[src/rtl/route_table_metric_lookup_assert.svh]
// Assertion macros used by the route table lookup controller.
`ifndef ROUTE_TABLE_METRIC_LOOKUP_ASSERT_SVH
`define ROUTE_TABLE_METRIC_LOOKUP_ASSERT_SVH
`ifndef SYNTHESIS
// Same-cycle implication, checked out of reset.
`define RTML_ASSERT_IMP(name, clk, rstn, ante, cons) \
    name: assert property (@(posedge clk) disable iff (!(rstn)) (ante) |-> (cons)) \
        else $error("rtml: assertion failed");
// Next-cycle implication, checked out of reset.
`define RTML_ASSERT_NEXT(name, clk, rstn, ante, cons) \
    name: assert property (@(posedge clk) disable iff (!(rstn)) (ante) |=> (cons)) \
        else $error("rtml: assertion failed");
`else
`define RTML_ASSERT_IMP(name, clk, rstn, ante, cons)
`define RTML_ASSERT_NEXT(name, clk, rstn, ante, cons)
`endif
`endif

[src/rtl/rtml_pkg.sv]
// Shared constants, types and codes of the route table lookup.
package rtml_pkg;

    localparam int TABLE_DEPTH = 16;
    localparam int IDX_W       = (TABLE_DEPTH > 1) ? $clog2(TABLE_DEPTH) : 1;
    localparam int ADDR_W      = 32;
    localparam int METRIC_W    = 16;
    localparam int SLOT_W      = 4;

    typedef enum logic {
        FUNC_WRITE  = 1'b0,
        FUNC_LOOKUP = 1'b1
    } rtml_func_t;

    typedef enum logic [1:0] {
        ST_IDLE,
        ST_SCAN,
        ST_DRAIN,
        ST_RESULT
    } rtml_state_t;

    typedef struct packed {
        logic [ADDR_W-1:0]   dest;
        logic [ADDR_W-1:0]   mask;
        logic [METRIC_W-1:0] metric;
        logic                gateway;
    } rtml_entry_t;

    // Controller to datapath commands.
    typedef struct packed {
        logic             accept;
        logic             scan_rd;
        logic [IDX_W-1:0] rd_idx;
        logic             load_out;
    } rtml_cmd_t;

endpackage

[src/rtl/rtml_ctrl.sv]
// Controller state machine: handshakes, scan sequencing and output valid.
`include "route_table_metric_lookup_assert.svh"

module rtml_ctrl
    import rtml_pkg::*;
(
    input  logic      aclk,
    input  logic      aresetn,
    input  logic      s_valid,
    output logic      s_ready,
    input  logic      s_func,
    output logic      m_valid,
    input  logic      m_ready,
    output rtml_cmd_t cmd
);

    localparam logic [IDX_W-1:0] LAST_IDX = IDX_W'(TABLE_DEPTH - 1);

    rtml_state_t      state_reg, state_next;
    logic [IDX_W-1:0] cnt_reg, cnt_next;
    logic             m_valid_reg, m_valid_next;
    logic             out_free;

    always_ff @(posedge aclk) begin
        if (!aresetn) begin
            state_reg   <= ST_IDLE;
            cnt_reg     <= '0;
            m_valid_reg <= 1'b0;
        end else begin
            state_reg   <= state_next;
            cnt_reg     <= cnt_next;
            m_valid_reg <= m_valid_next;
        end
    end

    assign out_free = !m_valid_reg || m_ready;

    always_comb begin
        state_next   = state_reg;
        cnt_next     = cnt_reg;
        m_valid_next = m_valid_reg && !m_ready;
        s_ready      = 1'b0;
        cmd          = '0;
        case (state_reg)
            ST_IDLE: begin
                s_ready = 1'b1;
                if (s_valid) begin
                    cmd.accept = 1'b1;
                    cnt_next   = '0;
                    state_next = (s_func == FUNC_LOOKUP) ? ST_SCAN : ST_RESULT;
                end
            end
            ST_SCAN: begin
                cmd.scan_rd = 1'b1;
                cmd.rd_idx  = cnt_reg;
                if (cnt_reg == LAST_IDX) begin
                    state_next = ST_DRAIN;
                end else begin
                    cnt_next = cnt_reg + 1'b1;
                end
            end
            ST_DRAIN: begin
                state_next = ST_RESULT;
            end
            ST_RESULT: begin
                if (out_free) begin
                    cmd.load_out = 1'b1;
                    m_valid_next = 1'b1;
                    state_next   = ST_IDLE;
                end
            end
            default: begin
                state_next = ST_IDLE;
            end
        endcase
    end

    assign m_valid = m_valid_reg;

    `RTML_ASSERT_NEXT(a_lookup_starts_scan, aclk, aresetn,
        s_valid && s_ready && (s_func == FUNC_LOOKUP), state_reg == ST_SCAN && cnt_reg == '0)
    `RTML_ASSERT_NEXT(a_scan_ends_in_drain, aclk, aresetn,
        state_reg == ST_SCAN && cnt_reg == LAST_IDX, state_reg == ST_DRAIN)
    `RTML_ASSERT_IMP(a_load_only_when_free, aclk, aresetn,
        cmd.load_out, !m_valid_reg || m_ready)

endmodule

[src/rtl/rtml_dp.sv]
// Datapath: route memory, valid bits, best-route trackers and result register.
module rtml_dp
    import rtml_pkg::*;
(
    input  logic                aclk,
    input  logic                aresetn,
    input  rtml_cmd_t           cmd,
    input  logic                s_func,
    input  logic [SLOT_W-1:0]   s_slot,
    input  logic [ADDR_W-1:0]   s_entry_dest,
    input  logic [ADDR_W-1:0]   s_entry_mask,
    input  logic [METRIC_W-1:0] s_entry_metric,
    input  logic                s_entry_gateway,
    input  logic                s_entry_valid,
    input  logic [ADDR_W-1:0]   s_lookup_addr,
    output logic                m_found,
    output logic [SLOT_W-1:0]   m_route_index,
    output logic                m_via_default
);

    rtml_entry_t             mem [TABLE_DEPTH];
    logic [TABLE_DEPTH-1:0]  valid_reg;

    logic [IDX_W-1:0]        wr_idx;
    logic                    slot_ok;
    logic                    do_write;

    rtml_entry_t             rd_entry_reg;
    logic                    cmp_vld_reg;
    logic [IDX_W-1:0]        cmp_idx_reg;

    logic [ADDR_W-1:0]       addr_reg;
    logic                    lookup_reg;
    logic [SLOT_W-1:0]       slot_reg;
    logic                    slot_ok_reg;

    logic                    have_match_reg, have_gw_reg;
    logic [IDX_W-1:0]        match_idx_reg, gw_idx_reg;
    logic [METRIC_W-1:0]     match_metric_reg, gw_metric_reg;

    logic                    cmp_live;
    logic                    hit;
    logic                    take_match, take_gw;

    logic                    found_reg;
    logic [SLOT_W-1:0]       index_reg;
    logic                    via_default_reg;

    assign wr_idx   = IDX_W'(s_slot);
    assign slot_ok  = 32'(s_slot) < 32'(TABLE_DEPTH);
    assign do_write = cmd.accept && (s_func == FUNC_WRITE) && slot_ok;

    // Route memory: one write port at accept, one registered read port for the scan.
    always_ff @(posedge aclk) begin
        if (do_write) begin
            mem[wr_idx] <= '{dest:    s_entry_dest,
                             mask:    s_entry_mask,
                             metric:  s_entry_metric,
                             gateway: s_entry_gateway};
        end
        if (cmd.scan_rd) begin
            rd_entry_reg <= mem[cmd.rd_idx];
        end
    end

    always_ff @(posedge aclk) begin
        if (!aresetn) begin
            valid_reg   <= '0;
            cmp_vld_reg <= 1'b0;
        end else begin
            if (do_write) begin
                valid_reg[wr_idx] <= s_entry_valid;
            end
            cmp_vld_reg <= cmd.scan_rd;
        end
    end

    always_ff @(posedge aclk) begin
        if (cmd.scan_rd) begin
            cmp_idx_reg <= cmd.rd_idx;
        end
        if (cmd.accept) begin
            addr_reg    <= s_lookup_addr;
            lookup_reg  <= (s_func == FUNC_LOOKUP);
            slot_reg    <= s_slot;
            slot_ok_reg <= slot_ok;
        end
    end

    // Compare stage: strict less-than keeps the lowest slot on equal metrics.
    assign cmp_live   = cmp_vld_reg && valid_reg[cmp_idx_reg];
    assign hit        = ((addr_reg ^ rd_entry_reg.dest) & rd_entry_reg.mask) == '0;
    assign take_match = cmp_live && hit &&
                        (!have_match_reg || rd_entry_reg.metric < match_metric_reg);
    assign take_gw    = cmp_live && rd_entry_reg.gateway &&
                        (!have_gw_reg || rd_entry_reg.metric < gw_metric_reg);

    always_ff @(posedge aclk) begin
        if (!aresetn) begin
            have_match_reg <= 1'b0;
            have_gw_reg    <= 1'b0;
        end else if (cmd.accept) begin
            have_match_reg <= 1'b0;
            have_gw_reg    <= 1'b0;
        end else begin
            if (take_match) begin
                have_match_reg <= 1'b1;
            end
            if (take_gw) begin
                have_gw_reg <= 1'b1;
            end
        end
    end

    always_ff @(posedge aclk) begin
        if (take_match) begin
            match_idx_reg    <= cmp_idx_reg;
            match_metric_reg <= rd_entry_reg.metric;
        end
        if (take_gw) begin
            gw_idx_reg    <= cmp_idx_reg;
            gw_metric_reg <= rd_entry_reg.metric;
        end
    end

    // Result register.
    always_ff @(posedge aclk) begin
        if (cmd.load_out) begin
            if (!lookup_reg) begin
                found_reg       <= slot_ok_reg;
                index_reg       <= slot_reg;
                via_default_reg <= 1'b0;
            end else if (have_match_reg) begin
                found_reg       <= 1'b1;
                index_reg       <= SLOT_W'(match_idx_reg);
                via_default_reg <= 1'b0;
            end else if (have_gw_reg) begin
                found_reg       <= 1'b1;
                index_reg       <= SLOT_W'(gw_idx_reg);
                via_default_reg <= 1'b1;
            end else begin
                found_reg       <= 1'b0;
                index_reg       <= '0;
                via_default_reg <= 1'b0;
            end
        end
    end

    assign m_found       = found_reg;
    assign m_route_index = index_reg;
    assign m_via_default = via_default_reg;

endmodule

[src/rtl/route_table_metric_lookup.sv]
// Top level of the route table with metric-based lookup.
//
//  channel | ports                              | request carries
//  --------+------------------------------------+---------------------------------
//  input   | s_valid / s_ready, s_* fields      | slot write or address lookup
//  result  | m_valid / m_ready, m_* fields      | found, route index, via default
//
//  A write request holds the block through its accept in ST_IDLE and its load in ST_RESULT.
//  A lookup request holds it through the accept, one memory read per slot from the single
//  read port in ST_SCAN, one compare stage (ST_DRAIN for the last slot), and the load.
//  Reset clears the valid bits at once; the other route fields stay unknown.
//  The result register holds while m_ready is low; a new request is still
//  taken, and its result waits until the register frees up.
module route_table_metric_lookup
    import rtml_pkg::*;
(
    input  logic                aclk,
    input  logic                aresetn,
    input  logic                s_valid,
    output logic                s_ready,
    input  logic                s_func,
    input  logic [SLOT_W-1:0]   s_slot,
    input  logic [ADDR_W-1:0]   s_entry_dest,
    input  logic [ADDR_W-1:0]   s_entry_mask,
    input  logic [METRIC_W-1:0] s_entry_metric,
    input  logic                s_entry_gateway,
    input  logic                s_entry_valid,
    input  logic [ADDR_W-1:0]   s_lookup_addr,
    output logic                m_valid,
    input  logic                m_ready,
    output logic                m_found,
    output logic [SLOT_W-1:0]   m_route_index,
    output logic                m_via_default
);

    rtml_cmd_t cmd;

    // Sequence accept, slot scan and result load.
    rtml_ctrl u_ctrl (
        .aclk    (aclk),
        .aresetn (aresetn),
        .s_valid (s_valid),
        .s_ready (s_ready),
        .s_func  (s_func),
        .m_valid (m_valid),
        .m_ready (m_ready),
        .cmd     (cmd)
    );

    // Hold the table, track best match and best gateway, drive the result.
    rtml_dp u_dp (
        .aclk            (aclk),
        .aresetn         (aresetn),
        .cmd             (cmd),
        .s_func          (s_func),
        .s_slot          (s_slot),
        .s_entry_dest    (s_entry_dest),
        .s_entry_mask    (s_entry_mask),
        .s_entry_metric  (s_entry_metric),
        .s_entry_gateway (s_entry_gateway),
        .s_entry_valid   (s_entry_valid),
        .s_lookup_addr   (s_lookup_addr),
        .m_found         (m_found),
        .m_route_index   (m_route_index),
        .m_via_default   (m_via_default)
    );

endmodule
[config.mk]
export PLATFORM = sky130hd
export DESIGN_NAME = route_table_metric_lookup
export DESIGN_NICKNAME = d
export VERILOG_FILES = /design/src/rtl/rtml_pkg.sv /design/src/rtl/rtml_ctrl.sv /design/src/rtl/rtml_dp.sv /design/src/rtl/route_table_metric_lookup.sv
export VERILOG_INCLUDE_DIRS = /design/src /design/src/rtl
export SDC_FILE = /design/constraint.sdc
export NUM_CORES = 2
export LEC_CHECK = 0
export ABC_AREA = 0
export BUFFER_PORTS_ARGS = -buffer_cell sky130_fd_sc_hd__buf_2
export CAP_MARGIN = 20
export CORE_MARGIN = 2
export CORE_UTILIZATION = 65
export CTS_BUF_LIST = sky130_fd_sc_hd__clkbuf_4 sky130_fd_sc_hd__clkbuf_8
export DETAILED_ROUTE_END_ITERATION = 10
export GPL_ROUTABILITY_DRIVEN = 1
export GPL_TIMING_DRIVEN = 0
export HOLD_SLACK_MARGIN = 0.06
export PLACE_DENSITY = 0.94
export SLEW_MARGIN = 15
export SYNTH_ARGS = -nofsm -noshare
export SYNTH_HDL_FRONTEND = slang
export SYNTH_SLANG_ARGS = --single-unit
[constraint.sdc]
create_clock -name aclk -period 10.5 [get_ports aclk]
set_input_delay 1.05 -clock aclk [delete_from_list [all_inputs] [get_ports aclk]]
set_output_delay 1.05 -clock aclk [all_outputs]
set_load 0.02 [all_outputs]
[Word level (Yosys, flattened, before mapping)]
Memories as Yosys holds them, arrays and structs flattened. A register that Yosys moved wholly into a read port is not among the register bits.
Cells that the tools add are included.
Storage, ports and cells
  memories kept: 1
  bits in registers: 113
  bits of input ports: 123
  memory bits (writable): 1296
Memories
  u_dp.mem: words 16, bits a word 81, read ports 1, clocked after memory_dff 1, wr ports 1, RTL line rtml_dp.sv:21  | rtml_entry_t mem [TABLE_DEPTH];
Cells by class
  eq/ne operators: 8
  reduce and logical (&&, ||, !) cells: 22
  bitwise logic cells: 5
  $add $sub $neg: 1
  mux-type cells: 27
  order comparisons: 5
Operator list (count)
  $and A32 B32 Y32: 1
  $logic_not A32 Y1: 1
  $lt A16 B16 Y1: 2
  $xor A32 B32 Y32: 1
  $mux W4: 5
  $bwmux W16: 1
  $mux W1: 12
  $lt A4 B5 Y1 const B: 2
  $logic_and A1 B1 Y1: 8
  $mux W2: 4
  $pmux W2 S4: 1
  $pmux W4 S2: 1
  $reduce_and A3 Y1: 2
  $mux W5: 1
  $add A4 B1 Y4 const B: 1
  $bmux W1 S4: 1
  $demux W1 S4: 1
  $eq A2 B2 Y1 const B: 2
  $eq A4 B4 Y1 const B: 1
  $ge A4 B1 Y1 const B: 1
  $logic_not A1 Y1: 4
  $ne A2 B1 Y1 const B: 2
  $ne A2 B2 Y1 const B: 2
  $reduce_or A2 Y1: 2
  other kinds (5): 9

[Longest topological paths before layout]
  depth after elaboration: 5
  depth in mapped cells: 11
  mapped depth without buffers: 8

[Hierarchy]
A second synthesis with hierarchy kept.
Second synthesis, totals
  cell total of the unflattened synthesis: 2302
  area, all modules: 56354.0 µm²
By module, submodules not included
  rtml_dp: area an instance 55856.1 µm², instances 1, sequential area each 44342.5 µm², cells each 2246
  rtml_ctrl: area an instance 498.0 µm², instances 1, sequential area each 140.1 µm², cells each 56

[Worst setup path before layout]
No wires, ideal clock.
  kind: input to register
  from: input port s_valid
  to: register u_dp.valid_reg[3]
  library setup time: 0.128 ns
  buffers on the path: 0
  arrival time: 7.630 ns
  path slack: 2.742 ns
  cell stages on the path: 6
  cell sequence: nand2_2 > nor2_1 > nand3_1 > nor3_1 > mux2i_1 > nor2_1
On the way
  cells in the longest elaborated chain, start to end: 3
Ends and longest elaborated chain
  start, declared: RTL line route_table_metric_lookup.sv:19  | input logic s_valid,
  $mux W1: RTL line rtml_ctrl.sv:47  | if (s_valid) begin
  $mux W1: RTL line rtml_ctrl.sv:44  | case (state_reg)
  $logic_and A1 B1 Y1: RTL line rtml_dp.sv:51  | assign do_write = cmd.accept && (s_func == FUNC_WRITE) && slot_ok;
  end signal, assigned by index: RTL line rtml_dp.sv:72  | valid_reg[wr_idx] <= s_entry_valid;
  end, declared: RTL line rtml_dp.sv:22  | logic [TABLE_DEPTH-1:0] valid_reg;
Every way passes these cells.
A chain may end at the register's enable or synchronous reset.

==> run_results.csv <==
group,metric,value,unit
final_layout,ff_latch_area,44500,sq um
floorplan,core-area,90300,sq um
final_layout,drive_gt1_share,20.4,%
cts,path_clk_slew,70,ps
job,cap_viol_max_count,0,
floorplan,dieArea,93800,sq um
final_layout,fin_cells,5623,
floorplan,ios,131,
yosys,synth_xor_area_share,0.472,%
status,outcome,"finished clean",
grt,gr-total-overflow,0,
place,place_area,62900,sq um
critical_path,reg2reg_depth,9,
timing,clock_skew,64.8,ps
drt,routed_wl,179000,microns
grt,first_global_vias,40200,
yosys,yosysWarnings,0,
critical_path,r2r_end,"u_dp.rd_entry_reg[37]",
cts,cts_tree,"yes",
yosys,yosysMostFrequentCell,"edfxtp_1",
final_layout,areaGrowthSynthToFinish,13.1,%
yosys,synthAdderAreaFrac,0.738,%
power_and_ir_drop,leakage,21.7,nW
timing,tns,0,ps
place,hpwl,106000,microns
grt,grt_max_degree,61,
yosys,ys_types,47,
yosys,syn_area,59400,sq um
place,gp_congestion,0.877,
yosys,synth_mux_area_share,7.62,%
final_layout,fillCellCount,4476,
yosys,synth_edf_count,1464,
critical_path,cp_slowest_cell,"o31ai_1",
floorplan,fp.dieH,306,microns
grt,grt_pass1_wl,260000,microns
min_path,min_path_type,"in -> reg",
timing,period_needed,5020,ps
yosys,yosysTopAreaCell,"edfxtp_1",
yosys,yosys.area_share.simple,4.34,%
final_layout,final_nets,4411,
yosys,synthCells,3830,
yosys,synth_compound_area_share,9.77,%
min_path,min_path_cells,1,
floorplan,die_x,306,microns
yosys,ys_top_cells_by_count,"edfxtp_1, a21oi_1, nand2_1, mux2_2, nor2_1",
cts,post_cts_buffers,0,
yosys,syn_area_per_cell,15.5,sq um
cts,ctsHoldBuffers,0,
final_layout,largest_register_ffs,1296,
cts,max-clock-path-buffers,3,
min_path,hold_path_startpoint,"s_lookup_addr[24]",
timing,rsz0062_at_grt,"no",
cts,root_buffer,"clkbuf_8",
yosys,yosysSeqAreaShare,74.9,%
drt,drt_pass1_iterations,8,
timing,tightest_slew,1320,ps
yosys,yosys-top-cells-area,"edfxtp_1, mux2_2, a21oi_1, mux2i_1, a211oi_1",
place,dp.cells,5211,
yosys,ys.flop_type,"edfxtp_1",
critical_path,path_max_fanout,60,
yosys,async_reset_ff_share,0,%
critical_path,critPathKind,"reg -> reg",
power_and_ir_drop,power,13.8,mW
timing,drv_slew,0,
cts,clock-sinks,1490,
timing,fmax,199,MHz
yosys,synth-seq-cells,1490,
critical_path,path_buf_inv,4,
power_and_ir_drop,powerDensity,206,nW/um^2
critical_path,crit_arrival,5610,ps
critical_path,crit_path_max_incr_delay,860,ps
floorplan,rows,110,
yosys,syn_nets,3988,
drt,routed_via_density,7.24,
place,portBuffers,130,
final_layout,multi_input_area,13800,sq um
floorplan,initial_utilization,65.7,%
cts,cts_buffers,216,
cts,ctsResizeCount,0,
timing,hold_viol_final,0,
grt,antenna_found_initial,16,
drt,wl_per_cell,31.9,microns
final_layout,design_area,67100,sq um
cts,clk_latency,940,ps
timing,slew_headroom,11.7,%
critical_path,cp-end-kind,"flip-flop",
timing,setup_viol,0,
critical_path,crit_path_cell_trace,"inv_1 > ha_4 > buf_16 > buf_4 > nand2_4 > nor2_2 > clkbuf_1 > a211oi_1 > o31ai_1",
drt,vias,40700,
power_and_ir_drop,peakVddDrop,0.000183,V
drt,postRouteAntennaNets,0,
critical_path,critPathRequiredTime,11090,ps
timing,post-route-period-util,47.8,%
drt,drc,0,
critical_path,worstReg2RegStart,"u_ctrl.state_reg[1]",
critical_path,critical_path_depth,9,
yosys,synth_top_area_share,74.1,%
critical_path,crit_family,"buffers and inverters",
yosys,synth_top_family_by_area,"compound AO/OA/AOI/OAI gates",
drt,drtIter0Drc,8288,
critical_path,critPathLaunchType,"flip-flop",
cts,cts_max_level,4,
grt,grt_usage,38.1,%
critical_path,rrSetupSlack,5480,ps
min_path,min_to,"u_dp.addr_reg[24]",
-- worst register-to-register path, stage by stage (launching register included) --
cell and delay [ps]:
dfxtp_1 360, inv_1 130, ha_4 540, buf_16 380, buf_4 450, nand2_4 260, nor2_2 860, clkbuf_1 650
a211oi_1 210, o31ai_1 860
-- metrics by stage --
step           hold WS (ps)  util (%)  worst slack (ps)
3_3_place_gp            458      68.1             -1080
6_report                292      74.3              5480
3_5_place_dp            469      69.6              6300
5_1_grt                 293      74.3              5760
2_1_floorplan           439         -              2740
4_1_cts                 276      74.3              6110
-- report_power, final --
group	switching, mW	internal (mW)
clock network	2.35	2.32
registers	0.158	6.83
logic	1.47	0.674
-- worst max path at each step --
stage / slack [ps] / endpoint / from
2_1_floorplan: 2740 / u_dp.valid_reg[3] / s_valid
3_3_place_gp: -1080 / u_dp.valid_reg[1] / s_valid
3_5_place_dp: 6300 / u_dp.rd_entry_reg[18] / u_ctrl.state_reg[1]
4_1_cts: 6110 / u_dp.rd_entry_reg[18] / u_ctrl.state_reg[0]
5_1_grt: 5760 / u_dp.rd_entry_reg[37] / u_ctrl.state_reg[1]
6_report: 5480 / u_dp.rd_entry_reg[37] / u_ctrl.state_reg[1]
-- cell usage in the layout (no fill, tap or decap), types with 82 or more instances in the layout --
cell | netlist | routed
nor2b_1 | 88 | 88
buf_2 | 58 | 188
nand2_1 | 274 | 274
mux2i_1 | 173 | 173
edfxtp_1 | 1464 | 1464
a21oi_1 | 439 | 437
clkbuf_8 | 0 | 218
clkbuf_1 | 122 | 118
mux2_2 | 232 | 232
a211oi_1 | 166 | 166
o211ai_1 | 82 | 82
clkbuf_4 | 0 | 84
nor2_1 | 197 | 185
o21ai_0 | 107 | 107
-- per-layer routing --
layer / vias to the layer above / GRT usage, % / share of wire, %
met5: - / 0 / 0.070
met4: 16 / 26.2 / 8.7
met3: 1277 / 13.0 / 16
met2: 4965 / 59.1 / 46
met1: 18800 / 45.2 / 30
li1: 15600 / - / -
-- cell type report --
type | instances | share of cell area, %
clock buffers | 302 | 5.41
flip-flops and latches | 1490 | 66.3
repair buffers | 205 | 2.81
well taps | 1176 | 2.19
multi-input cells | 2061 | 20.5
clock inverters | 94 | 0.872
diodes | 16 | 0.0597
plain buffers | 239 | 1.66
inverters | 40 | 0.227
-- logic make-up after synthesis --
| family | Yosys count |
|---|---|
| compound gates | 978 |
| mux | 419 |
| buf+inv | 279 |
| xor+xnor | 32 |
| flops | 1490 |
| simple gates | 597 |
| fa+ha+maj | 35 |
No activity file was read; power rests on OpenSTA's default activity.
